[src/design/hqci_pkg.sv]
// Shared types and constants for the hysteresis quadrature counter with index.
package hqci_pkg;

    localparam int SAMPLE_W  = 12;
    localparam int POS_W     = 16;
    localparam int ANGLE_W   = 18;
    localparam int CFG_IDX_W = 3;
    localparam int IN_TDATA_W  = 40;
    localparam int OUT_TDATA_W = 40;

    localparam logic [CFG_IDX_W-1:0] REG_BLACK_A = 3'd0;
    localparam logic [CFG_IDX_W-1:0] REG_WHITE_A = 3'd1;
    localparam logic [CFG_IDX_W-1:0] REG_BLACK_B = 3'd2;
    localparam logic [CFG_IDX_W-1:0] REG_WHITE_B = 3'd3;
    localparam logic [CFG_IDX_W-1:0] REG_BLACK_C = 3'd4;
    localparam logic [CFG_IDX_W-1:0] REG_WHITE_C = 3'd5;

    localparam logic [SAMPLE_W-1:0] BLACK_AB_RST = 12'd1500;
    localparam logic [SAMPLE_W-1:0] BLACK_C_RST  = 12'd3000;
    localparam logic [SAMPLE_W-1:0] WHITE_RST    = 12'd500;

    typedef struct packed {
        logic [SAMPLE_W-1:0] black;
        logic [SAMPLE_W-1:0] white;
    } thresh_t;

    typedef struct packed {
        thresh_t a;
        thresh_t b;
        thresh_t c;
    } levels_t;

    typedef struct packed {
        logic [SAMPLE_W-1:0] a;
        logic [SAMPLE_W-1:0] b;
        logic [SAMPLE_W-1:0] c;
    } samples_t;

    typedef struct packed {
        logic signed [POS_W-1:0]   count;
        logic signed [ANGLE_W-1:0] angle_out;
        logic                      index_seen;
        logic                      flag_a;
        logic                      flag_b;
        logic                      flag_c;
    } result_t;

endpackage

[src/design/hqci_cfg_regs.sv]
// Threshold register file with write channel.
module hqci_cfg_regs (
    input  logic                            aclk,
    input  logic                            aresetn,
    input  logic                            cfg_valid,
    input  logic [hqci_pkg::CFG_IDX_W-1:0]  cfg_index,
    input  logic [hqci_pkg::SAMPLE_W-1:0]   cfg_data,
    output hqci_pkg::levels_t               levels
);
    import hqci_pkg::*;

    levels_t levels_reg;

    always_ff @(posedge aclk) begin
        if (!aresetn) begin
            levels_reg.a.black <= BLACK_AB_RST;
            levels_reg.a.white <= WHITE_RST;
            levels_reg.b.black <= BLACK_AB_RST;
            levels_reg.b.white <= WHITE_RST;
            levels_reg.c.black <= BLACK_C_RST;
            levels_reg.c.white <= WHITE_RST;
        end else if (cfg_valid) begin
            // unlisted indexes fall through and are dropped
            unique case (cfg_index)
                REG_BLACK_A: levels_reg.a.black <= cfg_data;
                REG_WHITE_A: levels_reg.a.white <= cfg_data;
                REG_BLACK_B: levels_reg.b.black <= cfg_data;
                REG_WHITE_B: levels_reg.b.white <= cfg_data;
                REG_BLACK_C: levels_reg.c.black <= cfg_data;
                REG_WHITE_C: levels_reg.c.white <= cfg_data;
                default: ;
            endcase
        end
    end

    assign levels = levels_reg;

endmodule

[src/design/hqci_hyst.sv]
// Hysteresis comparator for one reflectance channel.
module hqci_hyst (
    input  logic                          flag,
    input  logic [hqci_pkg::SAMPLE_W-1:0] sample,
    input  hqci_pkg::thresh_t             lvl,
    output logic                          flag_next
);
    import hqci_pkg::*;

    // set test applies only while the flag is clear, clear test only while it is set
    always_comb begin
        priority if (!flag && (sample > lvl.black)) begin
            flag_next = 1'b1;
        end else if (flag && (sample < lvl.white)) begin
            flag_next = 1'b0;
        end else begin
            flag_next = flag;
        end
    end

endmodule

[src/design/hqci_decode.sv]
// Stripe flags, index detect and quadrature position state.
module hqci_decode (
    input  logic                aclk,
    input  logic                aresetn,
    input  logic                step_en,
    input  hqci_pkg::samples_t  samples,
    input  hqci_pkg::levels_t   levels,
    output hqci_pkg::result_t   result
);
    import hqci_pkg::*;

    logic             stripe_a_reg, stripe_a_next;
    logic             stripe_b_reg, stripe_b_next;
    logic             stripe_c_reg, stripe_c_next;
    logic             center_reg, center_next;
    logic [POS_W-1:0] pos_reg, pos_next;

    logic             hyst_a, hyst_b;
    logic [POS_W-1:0] pos_base;
    logic [2:0]       delta;
    logic [2:0]       step_a, step_b;
    logic [ANGLE_W-1:0] pos_ext;

    hqci_hyst u_hyst_a (.flag(stripe_a_reg), .sample(samples.a), .lvl(levels.a),
                        .flag_next(hyst_a));
    hqci_hyst u_hyst_b (.flag(stripe_b_reg), .sample(samples.b), .lvl(levels.b),
                        .flag_next(hyst_b));
    hqci_hyst u_hyst_c (.flag(stripe_c_reg), .sample(samples.c), .lvl(levels.c),
                        .flag_next(stripe_c_next));

    always_comb begin
        // rising index clears the position before this word's motion counts
        center_next = center_reg | (stripe_c_next & ~stripe_c_reg);
        pos_base    = (stripe_c_next & ~stripe_c_reg) ? '0 : pos_reg;

        // A and B hold until the index has been seen
        stripe_a_next = center_next ? hyst_a : stripe_a_reg;
        stripe_b_next = center_next ? hyst_b : stripe_b_reg;

        if (stripe_a_next != stripe_a_reg) begin
            step_a = (stripe_a_next == stripe_b_next) ? 3'sd1 : -3'sd1;
        end else begin
            step_a = 3'd0;
        end
        if (stripe_b_next != stripe_b_reg) begin
            step_b = (stripe_a_next != stripe_b_next) ? 3'sd1 : -3'sd1;
        end else begin
            step_b = 3'd0;
        end
        delta    = step_a + step_b;
        pos_next = pos_base + {{(POS_W-3){delta[2]}}, delta};
    end

    always_ff @(posedge aclk) begin
        if (!aresetn) begin
            stripe_a_reg <= 1'b0;
            stripe_b_reg <= 1'b0;
            stripe_c_reg <= 1'b0;
            center_reg   <= 1'b0;
            pos_reg      <= '0;
        end else if (step_en) begin
            stripe_a_reg <= stripe_a_next;
            stripe_b_reg <= stripe_b_next;
            stripe_c_reg <= stripe_c_next;
            center_reg   <= center_next;
            pos_reg      <= pos_next;
        end
    end

    always_comb begin
        pos_ext           = {{(ANGLE_W-POS_W){pos_next[POS_W-1]}}, pos_next};
        result.count      = pos_next;
        result.angle_out  = -(pos_ext << 1);
        result.index_seen = center_next;
        result.flag_a     = stripe_a_next;
        result.flag_b     = stripe_b_next;
        result.flag_c     = stripe_c_next;
    end

endmodule

[src/design/hysteresis_quadrature_counter_index_unit.sv]
// Top level: quadrature counter with index fed by three hysteresis comparators.
// One sample word (A, B, index C) in, one result word out. Each word is
// registered in the input register and then decoded into the output
// register; a word can be accepted every cycle while the output is not
// stalled. s_axis_tready stays high while the output word waits only as long
// as the input register is empty. Thresholds are written through the cfg port
// (always ready) and must only change while no word is in flight. count wraps
// in 16 bits; angle_out is minus twice count; A and B are ignored until the
// index stripe has been seen.
module hysteresis_quadrature_counter_index_unit (
    input  logic                               aclk,
    input  logic                               aresetn,
    input  logic                               s_axis_tvalid,
    output logic                               s_axis_tready,
    // [11:0] sample_a, [23:12] sample_b, [35:24] sample_c, [39:36] zero
    input  logic [hqci_pkg::IN_TDATA_W-1:0]    s_axis_tdata,
    output logic                               m_axis_tvalid,
    input  logic                               m_axis_tready,
    // [15:0] count, [33:16] angle_out, [34] index_seen, [35] flag_a,
    // [36] flag_b, [37] flag_c, [39:38] zero
    output logic [hqci_pkg::OUT_TDATA_W-1:0]   m_axis_tdata,
    input  logic                               cfg_valid,
    output logic                               cfg_ready,
    input  logic [hqci_pkg::CFG_IDX_W-1:0]     cfg_index,
    input  logic [hqci_pkg::SAMPLE_W-1:0]      cfg_data
);
    import hqci_pkg::*;

    levels_t  levels;
    samples_t in_reg;
    logic     in_valid_reg;
    result_t  result;
    result_t  out_reg;
    logic     out_valid_reg;
    logic     advance;
    logic     step_en;

    assign cfg_ready = 1'b1;

    hqci_cfg_regs u_cfg (
        .aclk      (aclk),
        .aresetn   (aresetn),
        .cfg_valid (cfg_valid),
        .cfg_index (cfg_index),
        .cfg_data  (cfg_data),
        .levels    (levels)
    );

    assign advance       = !out_valid_reg || m_axis_tready;
    assign step_en       = in_valid_reg && advance;
    assign s_axis_tready = !in_valid_reg || advance;

    always_ff @(posedge aclk) begin
        if (!aresetn) begin
            in_valid_reg <= 1'b0;
        end else if (s_axis_tready) begin
            in_valid_reg <= s_axis_tvalid;
        end
    end

    always_ff @(posedge aclk) begin
        if (s_axis_tready && s_axis_tvalid) begin
            in_reg.a <= s_axis_tdata[SAMPLE_W-1:0];
            in_reg.b <= s_axis_tdata[2*SAMPLE_W-1:SAMPLE_W];
            in_reg.c <= s_axis_tdata[3*SAMPLE_W-1:2*SAMPLE_W];
        end
    end

    hqci_decode u_decode (
        .aclk    (aclk),
        .aresetn (aresetn),
        .step_en (step_en),
        .samples (in_reg),
        .levels  (levels),
        .result  (result)
    );

    always_ff @(posedge aclk) begin
        if (!aresetn) begin
            out_valid_reg <= 1'b0;
        end else if (advance) begin
            out_valid_reg <= in_valid_reg;
        end
    end

    always_ff @(posedge aclk) begin
        if (step_en) begin
            out_reg <= result;
        end
    end

    assign m_axis_tvalid = out_valid_reg;
    assign m_axis_tdata  = {2'b00, out_reg.flag_c, out_reg.flag_b, out_reg.flag_a,
                            out_reg.index_seen, out_reg.angle_out, out_reg.count};

endmodule

[config.mk]
export PLATFORM = sky130hd
export DESIGN_NAME = hysteresis_quadrature_counter_index_unit
export DESIGN_NICKNAME = d
export VERILOG_FILES = /design/src/design/hqci_pkg.sv /design/src/design/hqci_cfg_regs.sv /design/src/design/hqci_hyst.sv /design/src/design/hqci_decode.sv /design/src/design/hysteresis_quadrature_counter_index_unit.sv
export SDC_FILE = /design/constraint.sdc
export NUM_CORES = 1
export LEC_CHECK = 0
export BUFFER_PORTS_ARGS = -buffer_cell sky130_fd_sc_hd__buf_2
export CORE_UTILIZATION = 35
export DETAILED_ROUTE_END_ITERATION = 6
export SYNTH_ARGS = -nofsm -noshare
export SYNTH_HDL_FRONTEND = slang
export SYNTH_SLANG_ARGS = --single-unit
[constraint.sdc]
create_clock -name aclk -period 5 [get_ports aclk]
set_input_delay 0.5 -clock aclk [delete_from_list [all_inputs] [get_ports aclk]]
set_output_delay 0.5 -clock aclk [all_outputs]
set_load 0.05 [all_outputs]
==> impl_metrics.env <==
export IMPL_syn_avg_cell_area_um2=9.800
export IMPL_period_needed_ps=5020
export IMPL_power_density_mw_per_mm2=349.5
export IMPL_cp_slowest_cell="or4_4"
export IMPL_synth_seq_cells=166
export IMPL_area_growth_pct=26.15
export IMPL_hold_class="in -> reg"
export IMPL_drt_pass1_iter_count=5
export IMPL_tritoncts="built"
export IMPL_antenna_found_initial=0
export IMPL_die_area_mm2=0.02453
export IMPL_max_freq_mhz=199.2
export IMPL_start_util=0.3566
export IMPL_fp_row_count=56
export IMPL_cts_buffer_depth=2
export IMPL_async_flop_share=0
export IMPL_path_max_fanout=9
export IMPL_synth_cells=854
export IMPL_wl_per_cell_um=14.31
export IMPL_ys_seq_area_frac=0.4832
export IMPL_io_pins=103
export IMPL_synth_area_mm2=0.008369
export IMPL_required_ps=5180
export IMPL_violations="setup timing"
export IMPL_criticalPathCategory="reg -> reg"
export IMPL_ys_flop_type="dfxtp_1"
export IMPL_io_buffers=94
export IMPL_largest_reg_flops=72
export IMPL_grt_pass1_vias=6128
export IMPL_max_cap_violations=0
export IMPL_cp_top_family="compound AO/OA/AOI/OAI gates"
export IMPL_p_leak_nw=4.573
export IMPL_antenna_cells=0
export IMPL_status="finished, violations left"
export IMPL_critical_path_n_buffers_inverters=3
export IMPL_final_common_cell="nand2_1"
export IMPL_dp_cells=1313
export IMPL_synth_cell_types=56
export IMPL_cpMostUsedCell="ha_4"
export IMPL_cts_root_buf="clkbuf_16"
export IMPL_core_mm2=0.02347
export IMPL_max_stage_delay_ps=580
export IMPL_ant_nets=0
export IMPL_fin_ws_ps=-19.54
export IMPL_holdBufCountCts=0
export IMPL_setup_tns_ps=-19.54
export IMPL_htreeDepth=4
export IMPL_num_vias=6443
export IMPL_grt_usage=0.1653
export IMPL_clk_latency_ps=430
export IMPL_layout_drive_gt1_share=0.2352
export IMPL_die_w_um=156.6
export IMPL_critical_path_arrival_ps=5200
export IMPL_gp_congestion=0.8323
export IMPL_grt_max_degree=61
export IMPL_hold_viol=0
export IMPL_yosysWarnings=0
export IMPL_synth_edf_count=72
export IMPL_rsz0062_at_grt="yes"
export IMPL_clk_pin_slew_ps=80
export IMPL_crit_chain="ha_4 > nor2b_4 > o21a_1 > o21ai_2 > a211oi_2 > a2111oi_2 > buf_4 > or3_4 > buf_6 > a31oi_4 > ha_4 > xor2_4 > buf_12 > ha_4 > a21o_1 > a21oi_2 > o21a_1 > or2_4 > o311ai_4 > xor2_1 > or4_4 > o31a_1"
export IMPL_cp_end_kind="flop"
export IMPL_layout_common_cells="nand2_1, dfxtp_1, buf_2, ha_1, inv_1"
export IMPL_min_period_over_period=1.004
export IMPL_setup_viol=1
export IMPL_drc_errors=0
export IMPL_slew_limit_headroom=0.1827
export IMPL_tightest_slew_ps=1221
export IMPL_die_y_um=156.6
export IMPL_overflow=0
export IMPL_fin_nets=1164
export IMPL_grt_pass1_wl_um=31020
export IMPL_holdWs_ps=235.9
export IMPL_clock_sinks=166
export IMPL_wl_um=19290
export IMPL_skew_ps=12.30
export IMPL_stdcell_count=1348
export IMPL_drt_iter0_drc=276
export IMPL_hpwlAfterDp_um=13490
export IMPL_viasPerCell=4.780
export IMPL_cts_inserted_buffers=17
export IMPL_peakVddDrop_uv=216.7
export IMPL_final_max_slew_viol_count=0
export IMPL_cp_start_kind="flop"
where the power goes:
part | leakage (nW) | internal (mW) | total [mW] | switching (mW)
clock network | 0.303 | 0.736 | 1.36 | 0.628
registers | 1.45 | 1.52 | 1.55 | 0.0307
logic | 2.82 | 0.322 | 0.774 | 0.453
total | 4.57 | 2.58 | 3.69 | 1.11
logic make-up (layout without fill, tap and decap cells):
| kind of cell | after synthesis | in the layout | synth area share |
|---|---|---|---|
| AOI/OAI and AO/OA | 184 | 184 | 0.1485 |
| xor gates and xnor gates | 28 | 28 | 0.03184 |
| adders and majority gates | 88 | 88 | 0.1325 |
| buffers and inverters | 106 | 279 | 0.04978 |
| DFF | 166 | 166 | 0.4832 |
| other | 2 | 4 | 0.0008973 |
| and+or+nand+nor | 280 | 280 | 0.1534 |
Yosys cell counts, drive strengths merged (2+ instances only):
master | n | area (µm²)
xnor2 | 21 | 191.4
or3 | 5 | 36.28
a2111oi | 3 | 26.28
a211oi | 4 | 35.03
ha | 87 | 1089
a21o | 17 | 127.6
o211ai | 44 | 330.3
nand3b | 2 | 15.01
o2111ai | 2 | 17.52
or4 | 2 | 18.77
a21oi | 56 | 284.0
nand2 | 150 | 563.0
buf | 7 | 45.05
conb | 2 | 7.510
nor3b | 2 | 15.01
a31oi | 6 | 50.04
edfxtp | 72 | 2162
xor2 | 6 | 52.55
a211o | 3 | 26.28
nor2 | 33 | 123.9
o21ai | 14 | 70.06
nand4 | 10 | 62.56
nor4 | 3 | 18.77
nor2b | 24 | 150.1
nor3 | 18 | 95.09
o21a | 6 | 45.04
nand2b | 18 | 112.6
inv | 79 | 296.5
clkbuf | 20 | 75.07
o31ai | 3 | 22.52
dfxtp | 94 | 1882
a21boi | 19 | 142.6
nand3 | 9 | 45.04
metrics by stage:
step | area, µm² | util | total power [mW] | setup WS [ps]
3_3_place_gp | 9738 | 0.4149 | 2.315 | -342.7
6_report | 10560 | 0.4498 | 3.690 | -19.54
2_1_floorplan | 8454 | - | 2.050 | 32.40
4_1_cts | 10470 | 0.4459 | 3.706 | 2.333
3_5_place_dp | 9738 | 0.4149 | 2.328 | -348.3
5_1_grt | 10560 | 0.4498 | 3.860 | -215.2
final timing paths:
check                                     from                           end  slack, ps  cells after the start
setup / recovery          in_reg[13]$_DFFE_PP_    m_axis_tdata[33]$_DFFE_PP_        -20                     22
setup reg to reg          in_reg[13]$_DFFE_PP_    m_axis_tdata[33]$_DFFE_PP_        -20                     22
hold / removal                 s_axis_tdata[6]          in_reg[30]$_DFFE_PP_        240                      1
hold reg to reg   u_cfg.levels[9]$_SDFFE_PN0P_  u_cfg.levels[9]$_SDFFE_PN0P_        450                      2
timing repair:
action	CTS	global route
setup buffers	2	2
resized for setup	17	16
endpoints found under the setup margin	10	10
pin swaps	8	10
layer usage:
metal	wire [µm]	track usage	part of all wire	vias up
li1	-	-	-	3311
met1	9017	0.2122	0.47	3015
met2	9391	0.2798	0.49	106
met3	711	0.03268	0.037	11
met4	167	0.04855	0.0087	0
met5	0	0	0	-
layout make-up:
class	count	area [µm²]
clock inverters	14	176.4
clock buffers	18	439.2
fillers	2300	12910
repair buffers	168	1042
flip-flops and latches	166	4044
multi-input cells	584	4160
well taps	319	399.1
inverters	79	296.5
No activity file was read; power rests on OpenSTA's default activity.
